File: config.mk
export PLATFORM = sky130hd
export DESIGN_NAME = code_point_to_utf8_encoder
export DESIGN_NICKNAME = d
export VERILOG_FILES = /design/src/hdl/utf8e_pkg.sv /design/src/hdl/code_point_to_utf8_encoder.sv
export SDC_FILE = /design/constraint.sdc
export NUM_CORES = 1
export LEC_CHECK = 0
export ABC_AREA = 1
export ABC_CLOCK_PERIOD_IN_PS = 2900
export BUFFER_PORTS_ARGS = -buffer_cell sky130_fd_sc_hd__buf_2
export CELL_PAD_IN_SITES_DETAIL_PLACEMENT = 0
export CELL_PAD_IN_SITES_GLOBAL_PLACEMENT = 2
export CORE_MARGIN = 10
export CORE_UTILIZATION = 41
export CTS_CLUSTER_DIAMETER = 40
export DETAILED_ROUTE_END_ITERATION = 10
export GPL_TIMING_DRIVEN = 0
export PLACE_DENSITY_LB_ADDON = 0.1
export SKIP_CTS_REPAIR_TIMING = 1
export SYNTH_ARGS = -nofsm -noshare
export SYNTH_HDL_FRONTEND = slang
export SYNTH_SLANG_ARGS = --single-unit
File: constraint.sdc
create_clock -name clock -period 2.9 [get_ports clock]
set_input_delay 0.435 -clock clock [delete_from_list [all_inputs] [get_ports clock]]
set_output_delay 0.435 -clock clock [all_outputs]
set_load 0.005 [all_outputs]
File: src/hdl/utf8e_pkg.sv
// ----------------------------------------------------------------------------
// utf8e_pkg
// shared types and constants of the utf-8 encoder: field widths, sequence
// lengths and the range limits that pick the length of a sequence
// ----------------------------------------------------------------------------
package utf8e_pkg;

   localparam int CpWidth   = 31;
   localparam int ByteWidth = 8;
   localparam int MaxBytes  = 6;
   localparam int LenWidth  = 3;
   localparam int SeqWidth  = ByteWidth * MaxBytes;

   typedef logic [CpWidth-1:0]   cp_type;
   typedef logic [ByteWidth-1:0] byte_type;
   typedef logic [LenWidth-1:0]  len_type;
   typedef logic [SeqWidth-1:0]  seq_type;

   // sequence lengths in bytes
   localparam len_type SeqLen1 = 3'd1;
   localparam len_type SeqLen2 = 3'd2;
   localparam len_type SeqLen3 = 3'd3;
   localparam len_type SeqLen4 = 3'd4;
   localparam len_type SeqLen5 = 3'd5;
   localparam len_type SeqLen6 = 3'd6;

   // upper limits (exclusive) of each length class
   localparam cp_type AsciiLimit = 31'h0000_0080;
   localparam cp_type Len2Limit  = 31'h0000_0800;
   localparam cp_type Len3Limit  = 31'h0001_0000;
   localparam cp_type Len4Limit  = 31'h0020_0000;
   localparam cp_type Len5Limit  = 31'h0400_0000;

   // continuation byte tag 10xxxxxx
   localparam logic [1:0] ContTag = 2'b10;

endpackage

File: src/hdl/code_point_to_utf8_encoder.sv
// ----------------------------------------------------------------------------
// code_point_to_utf8_encoder
// encodes one 31-bit code point per input word into its one to six byte
// utf-8 sequence, sent one byte per output word, lead byte first
// ----------------------------------------------------------------------------
// usage
//   req_* : input channel, one code point per word (valid/ready)
//   rsp_* : output channel, one byte per word; rsp_last_byte marks the final
//           byte of each code point's sequence
//   a code point is taken into a three-stage pipeline: capture, length
//   classification, byte assembly; the assembled sequence then sits in an
//   output shift register that hands out one byte per cycle while rsp_ready is high
//   the lead byte reaches rsp_* through the stage 1, stage 2, stage 3 and
//   output registers, in that order; throughput: one byte per cycle on the
//   output while rsp_ready is high; the byte-wide output register sets
//   this, and a new input word can be taken every cycle while the stages
//   in front of it have room
//   the output register reloads in the same cycle its last byte is taken,
//   so sequences follow each other with no gap
//   reset (synchronous, active high) clears every valid bit; nothing
//   in flight survives it
//   when rsp_ready is low the output holds its byte and the stages fill up
//   behind it, then req_ready drops; nothing is lost or repeated
// ----------------------------------------------------------------------------
module code_point_to_utf8_encoder (
   input  logic                  clock,
   input  logic                  reset,
   input  logic                  req_valid,
   output logic                  req_ready,
   input  utf8e_pkg::cp_type     req_code_point,
   output logic                  rsp_valid,
   input  logic                  rsp_ready,
   output utf8e_pkg::byte_type   rsp_out_byte,
   output logic                  rsp_last_byte
);

   // stage 1: captured code point
   logic                 s1_vld_ff, s1_vld_in;
   utf8e_pkg::cp_type    s1_cp_ff;

   // stage 2: code point and its sequence length
   logic                 s2_vld_ff, s2_vld_in;
   utf8e_pkg::cp_type    s2_cp_ff;
   utf8e_pkg::len_type   s2_len_ff, s2_len_in;

   // stage 3: assembled sequence, lead byte in the top byte
   logic                 s3_vld_ff, s3_vld_in;
   utf8e_pkg::seq_type   s3_seq_ff, s3_seq_in;
   utf8e_pkg::len_type   s3_len_ff;

   // output shift register and count of bytes still to send
   logic                 out_vld_ff, out_vld_in;
   utf8e_pkg::seq_type   out_seq_ff, out_seq_in;
   utf8e_pkg::len_type   out_left_ff, out_left_in;

   logic out_last;
   logic out_free;
   logic out_load;
   logic s3_rdy;
   logic s2_rdy;
   logic s1_rdy;

   // ---------------------------------------------------------------------
   // flow control: each stage moves on when the one after it has room
   // ---------------------------------------------------------------------
   assign out_last = (out_left_ff == utf8e_pkg::SeqLen1);
   // output register is free when empty or its last byte goes this cycle
   assign out_free = !out_vld_ff || (rsp_ready && out_last);
   assign out_load = s3_vld_ff && out_free;
   assign s3_rdy   = !s3_vld_ff || out_free;
   assign s2_rdy   = !s2_vld_ff || s3_rdy;
   assign s1_rdy   = !s1_vld_ff || s2_rdy;

   assign req_ready = s1_rdy;

   assign s1_vld_in = s1_rdy ? req_valid : s1_vld_ff;
   assign s2_vld_in = s2_rdy ? s1_vld_ff : s2_vld_ff;
   assign s3_vld_in = s3_rdy ? s2_vld_ff : s3_vld_ff;

   // ---------------------------------------------------------------------
   // stage 2 logic: length class from range compares
   // ---------------------------------------------------------------------
   always_comb begin
      priority if (s1_cp_ff < utf8e_pkg::AsciiLimit) begin
         s2_len_in = utf8e_pkg::SeqLen1;
      end else if (s1_cp_ff < utf8e_pkg::Len2Limit) begin
         s2_len_in = utf8e_pkg::SeqLen2;
      end else if (s1_cp_ff < utf8e_pkg::Len3Limit) begin
         s2_len_in = utf8e_pkg::SeqLen3;
      end else if (s1_cp_ff < utf8e_pkg::Len4Limit) begin
         s2_len_in = utf8e_pkg::SeqLen4;
      end else if (s1_cp_ff < utf8e_pkg::Len5Limit) begin
         s2_len_in = utf8e_pkg::SeqLen5;
      end else begin
         s2_len_in = utf8e_pkg::SeqLen6;
      end
   end

   // ---------------------------------------------------------------------
   // stage 3 logic: lead byte prefix plus six-bit groups, msb group first;
   // the range class guarantees the rest fits the lead byte's free bits
   // ---------------------------------------------------------------------
   always_comb begin
      unique case (s2_len_ff)
         utf8e_pkg::SeqLen1: begin
            s3_seq_in = {1'b0, s2_cp_ff[6:0], 40'h0};
         end
         utf8e_pkg::SeqLen2: begin
            s3_seq_in = {3'b110, s2_cp_ff[10:6],
                         utf8e_pkg::ContTag, s2_cp_ff[5:0], 32'h0};
         end
         utf8e_pkg::SeqLen3: begin
            s3_seq_in = {4'b1110, s2_cp_ff[15:12],
                         utf8e_pkg::ContTag, s2_cp_ff[11:6],
                         utf8e_pkg::ContTag, s2_cp_ff[5:0], 24'h0};
         end
         utf8e_pkg::SeqLen4: begin
            s3_seq_in = {5'b11110, s2_cp_ff[20:18],
                         utf8e_pkg::ContTag, s2_cp_ff[17:12],
                         utf8e_pkg::ContTag, s2_cp_ff[11:6],
                         utf8e_pkg::ContTag, s2_cp_ff[5:0], 16'h0};
         end
         utf8e_pkg::SeqLen5: begin
            s3_seq_in = {6'b111110, s2_cp_ff[25:24],
                         utf8e_pkg::ContTag, s2_cp_ff[23:18],
                         utf8e_pkg::ContTag, s2_cp_ff[17:12],
                         utf8e_pkg::ContTag, s2_cp_ff[11:6],
                         utf8e_pkg::ContTag, s2_cp_ff[5:0], 8'h0};
         end
         utf8e_pkg::SeqLen6: begin
            s3_seq_in = {7'b1111110, s2_cp_ff[30],
                         utf8e_pkg::ContTag, s2_cp_ff[29:24],
                         utf8e_pkg::ContTag, s2_cp_ff[23:18],
                         utf8e_pkg::ContTag, s2_cp_ff[17:12],
                         utf8e_pkg::ContTag, s2_cp_ff[11:6],
                         utf8e_pkg::ContTag, s2_cp_ff[5:0]};
         end
         default: begin
            // lengths outside one to six never reach this stage
            s3_seq_in = '0;
         end
      endcase
   end

   // ---------------------------------------------------------------------
   // output register: load a new sequence or shift out the sent byte
   // ---------------------------------------------------------------------
   always_comb begin
      out_vld_in  = out_vld_ff;
      out_seq_in  = out_seq_ff;
      out_left_in = out_left_ff;
      priority if (out_load) begin
         out_vld_in  = 1'b1;
         out_seq_in  = s3_seq_ff;
         out_left_in = s3_len_ff;
      end else if (out_vld_ff && rsp_ready) begin
         out_vld_in  = !out_last;
         out_seq_in  = {out_seq_ff[utf8e_pkg::SeqWidth-utf8e_pkg::ByteWidth-1:0],
                        utf8e_pkg::ByteWidth'(0)};
         out_left_in = out_left_ff - utf8e_pkg::SeqLen1;
      end else begin
         out_vld_in  = out_vld_ff;
      end
   end

   assign rsp_valid     = out_vld_ff;
   assign rsp_out_byte  = out_seq_ff[utf8e_pkg::SeqWidth-1 -: utf8e_pkg::ByteWidth];
   assign rsp_last_byte = out_last;

   // ---------------------------------------------------------------------
   // registers: valid bits under reset, payload without
   // ---------------------------------------------------------------------
   always_ff @(posedge clock) begin
      if (reset) begin
         s1_vld_ff  <= 1'b0;
         s2_vld_ff  <= 1'b0;
         s3_vld_ff  <= 1'b0;
         out_vld_ff <= 1'b0;
      end else begin
         s1_vld_ff  <= s1_vld_in;
         s2_vld_ff  <= s2_vld_in;
         s3_vld_ff  <= s3_vld_in;
         out_vld_ff <= out_vld_in;
      end
   end

   always_ff @(posedge clock) begin
      if (s1_rdy) begin
         s1_cp_ff <= req_code_point;
      end
      if (s2_rdy) begin
         s2_cp_ff  <= s1_cp_ff;
         s2_len_ff <= s2_len_in;
      end
      if (s3_rdy) begin
         s3_seq_ff <= s3_seq_in;
         s3_len_ff <= s2_len_ff;
      end
      out_seq_ff  <= out_seq_in;
      out_left_ff <= out_left_in;
   end

   // ---------------------------------------------------------------------
   // assertions
   // ---------------------------------------------------------------------
   // a word on the output always has one to six bytes left
   a_left_range: assert property (@(posedge clock) disable iff (reset)
      out_vld_ff |-> (out_left_ff != 3'd0) && (out_left_ff <= utf8e_pkg::SeqLen6))
      else $error("output byte count out of range");

   // a freshly loaded sequence starts with a lead byte, never 10xxxxxx
   a_lead_first: assert property (@(posedge clock) disable iff (reset)
      out_load |=> rsp_out_byte[7:6] != utf8e_pkg::ContTag)
      else $error("sequence does not start with a lead byte");

   // a byte that is not the last is followed at once by a continuation byte
   a_cont_follows: assert property (@(posedge clock) disable iff (reset)
      rsp_valid && rsp_ready && !rsp_last_byte
      |=> rsp_valid && (rsp_out_byte[7:6] == utf8e_pkg::ContTag))
      else $error("continuation byte missing");

   // a stalled stage 3 keeps its sequence
   a_s3_hold: assert property (@(posedge clock) disable iff (reset)
      s3_vld_ff && !s3_rdy |=> s3_vld_ff && $stable(s3_seq_ff) && $stable(s3_len_ff))
      else $error("stage 3 lost its word under stall");

   // nothing is presented in the cycle after reset
   a_reset_empty: assert property (@(posedge clock)
      reset |=> !rsp_valid)
      else $error("output valid after reset");

endmodule
==> out/metrics.yaml <==
placement:
  dp_hpwl_mm: 8.91
  post-place-ws_ns: 0.345
  post_dp_cell_area_mm2: 0.00696
  place_inst: 781
  port_buffers: 45
  place_congestion: 0.824
finish:
  fin_cells: 818
  final_area_mm2: 0.00762
  syn_to_final_growth_pct: 19.0
  antenna_cells: 0
  drive_gt1_frac: 0.191
  fin_nets: 631
  fillerInstances: 1374
  utilization: 0.499
synth:
  syn_area_per_cell_um2: 12.3
  seq_area_frac_synth: 0.744
  yosys-top-cells-count: "182 x nand2_1, 156 x edfxtp_1, 49 x inv_1, 40 x nor2_1, 15 x buf_4"
  synth.distinct_cells: 29
  synth_area_leader_cell: "edfxtp_1"
  synthCells: 522
  ys_ff_latch: 160
  synth_area_mm2: 0.00640
  syn-num-nets: 559
  postSynth.asyncResetShare: 0
  synth.area.top_cells: "edfxtp_1 73%, nand2_1 11%, inv_1 2.9%"
  synth_edf_count: 156
  yosys_warnings: 0
  synth_top_flop_cell: "edfxtp_1"
  synth_top_area_share: 0.732
  synth_most_common_cell: "nand2_1"
global_route:
  first_global_vias: 3796
  overflow: 0
  grt_max_degree: 40
  antenna_found_initial: 0
  grt_first_pass_wirelength_mm: 20.3
  grt.total_usage: 0.121
sta:
  clock.fmax_ghz: 0.421
  tightest_slew_ns: 0.834
  finalHoldViolations: 0
  slew_viol_final: 0
  skew_ns: 0.00780
  relSlewSlack: 0.443
  rsz0062_at_grt: "false"
  setup_viol: 0
  fin_crit_ns: 2.37
  finalCritPeriodShare: 0.819
  fin_setup_tns_ns: 0
  whs_ns: 0.190
  setup_slack_ns: 0.526
power_and_ir_drop:
  pwr_density_cell_mw_per_mm2: 693
  leakage_nw: 3.15
  p_total_mw: 5.28
  peakVddDrop_v: 0.000443
min_path:
  min_to: "s1_cp_ff[8]"
  hold_class: "in -> reg"
  hold_start: "req_code_point[8]"
  min_delay_path_depth: 1
route:
  drt_iter0_drc: 199
  vias_per_cell: 4.59
  drt_wl_total_mm: 12.4
  final_antenna_net_count: 0
  wl_per_cell_um: 15.2
  drc_errors: 0
  via_count: 3754
  dr.pass1.iters: 4
die:
  die_area_mm2: 0.0210
  die_x_um: 145
  io_pins: 46
  core.rowCount: 45
  core_mm2: 0.0153
  die_h_um: 145
  start_util: 0.420
clocking:
  clock_path_buffers: 2
  worstSkewPairLatency_ns: 0.42
  htreeDepth: 4
  cts.clk_slew.worst_paths_ns: 0.06
  clock_sinks: 160
  cts_buffers: 17
  root_buffer: "clkbuf_16"
  cts_tree: "yes"
setup_path:
  crit_required_ns: 2.47
  critical_path.most_common_cell: "nand2_1"
  r2r-start: "out_left_ff[0]"
  cp_slowest_cell: "edfxtp_1"
  crit_path_start_kind: "flop"
  crit_path_end_kind: "primary output"
  r2r_setup_slack_ns: 0.79
  r2r-end: "s2_cp_ff[10]"
  r2r_cells: 5
  worstPathArrival_ns: 1.94
  slowest_delay_ns: 0.40
  crit_chain: "ha_1, nand2_1, nand2_1, nand2_2, nand4_1, buf_4, buf_8, buf_2"
  critPathKind: "reg -> out"
  crit_path_max_fanout: 20
flow_run:
  cap_violations: 0
run_status:
  status: "complete, no violations"
worst max-delay path by stage:
stage                              start           to  slack [ns]  cells past startpoint
after floorplan           out_left_ff[0]  s1_cp_ff[0]        0.48                      5
after global placement    out_left_ff[0]    req_ready       -0.17                      6
after detailed placement  out_left_ff[0]    req_ready        0.34                      7
after CTS                 out_left_ff[0]    req_ready       -0.11                      7
after global routing      out_left_ff[0]    req_ready        0.40                      8
final                     out_left_ff[0]    req_ready        0.53                      8
metal layers:
| metal | global-route usage | wire length (µm) |
|---|---|---|
| met1 | 0.156 | 5810 |
| met2 | 0.190 | 5910 |
| met3 | 0.0338 | 550 |
| met4 | 0.0475 | 163 |
| met5 | 0 | 0 |
worst max-delay path, delay by kind of cell (launching register included):
kind | cells | cell delay (ns)
buf+inv | 3 | 0.50
flops | 1 | 0.40
simple gates | 4 | 0.40
fa+ha+maj | 1 | 0.21
power by group:
part	total, mW	internal (mW)	switching (mW)
combinational	0.232	0.0928	0.139
clock	2.31	1.44	0.864
sequential	2.74	2.69	0.0523
layout by cell type, fill, tap and decap left out, drive strengths merged:
master / n
a21oi: 6
a31oi: 1
buf: 75
bufinv: 4
clkbuf: 19
clkinv: 7
clkinvlp: 1
dfxtp: 4
edfxtp: 156
ha: 2
inv: 54
nand2: 183
nand3: 10
nand3b: 1
nand4: 1
nor2: 42
nor3: 1
o2111ai: 7
o211ai: 2
o21a: 1
o21ai: 8
o221ai: 7
o22ai: 14
xnor2: 1
flip-flops by register name (all words and copies together), names as in the netlist:
| name | flops |
|---|---|
| out_left_ff | 3 |
| out_seq_ff | 43 |
| rsp_valid | 1 |
| s1_cp_ff | 31 |
| s1_vld_ff | 1 |
| s2_cp_ff | 31 |
| s2_len_ff | 3 |
| s2_vld_ff | 1 |
| s3_len_ff | 3 |
| s3_seq_ff | 42 |
| s3_vld_ff | 1 |
kinds of logic (layout without fill, tap and decap cells):
logic type / Yosys count / in the layout / synth area share
flip-flops: 160 / 160 / 0.744
AO/OA/AOI/OAI: 46 / 46 / 0.0483
adder cells (fa/ha/maj): 2 / 2 / 0.00391
AND/OR/NAND/NOR: 238 / 238 / 0.147
XOR/XNOR: 1 / 1 / 0.00137
buffers and inverters: 75 / 160 / 0.0551
area by class of cell:
class	instances	area, µm²	area share
plain buffers	22	154	0.0202
flip-flops and latches	160	4760	0.625
inverters	53	199	0.0261
repair buffers	53	325	0.0427
clock buffers	19	433	0.0568
clock inverters	13	185	0.0243
well taps	211	264	0.0347
multi-input cells	287	1290	0.170
(Power assumes the default switching activity.)
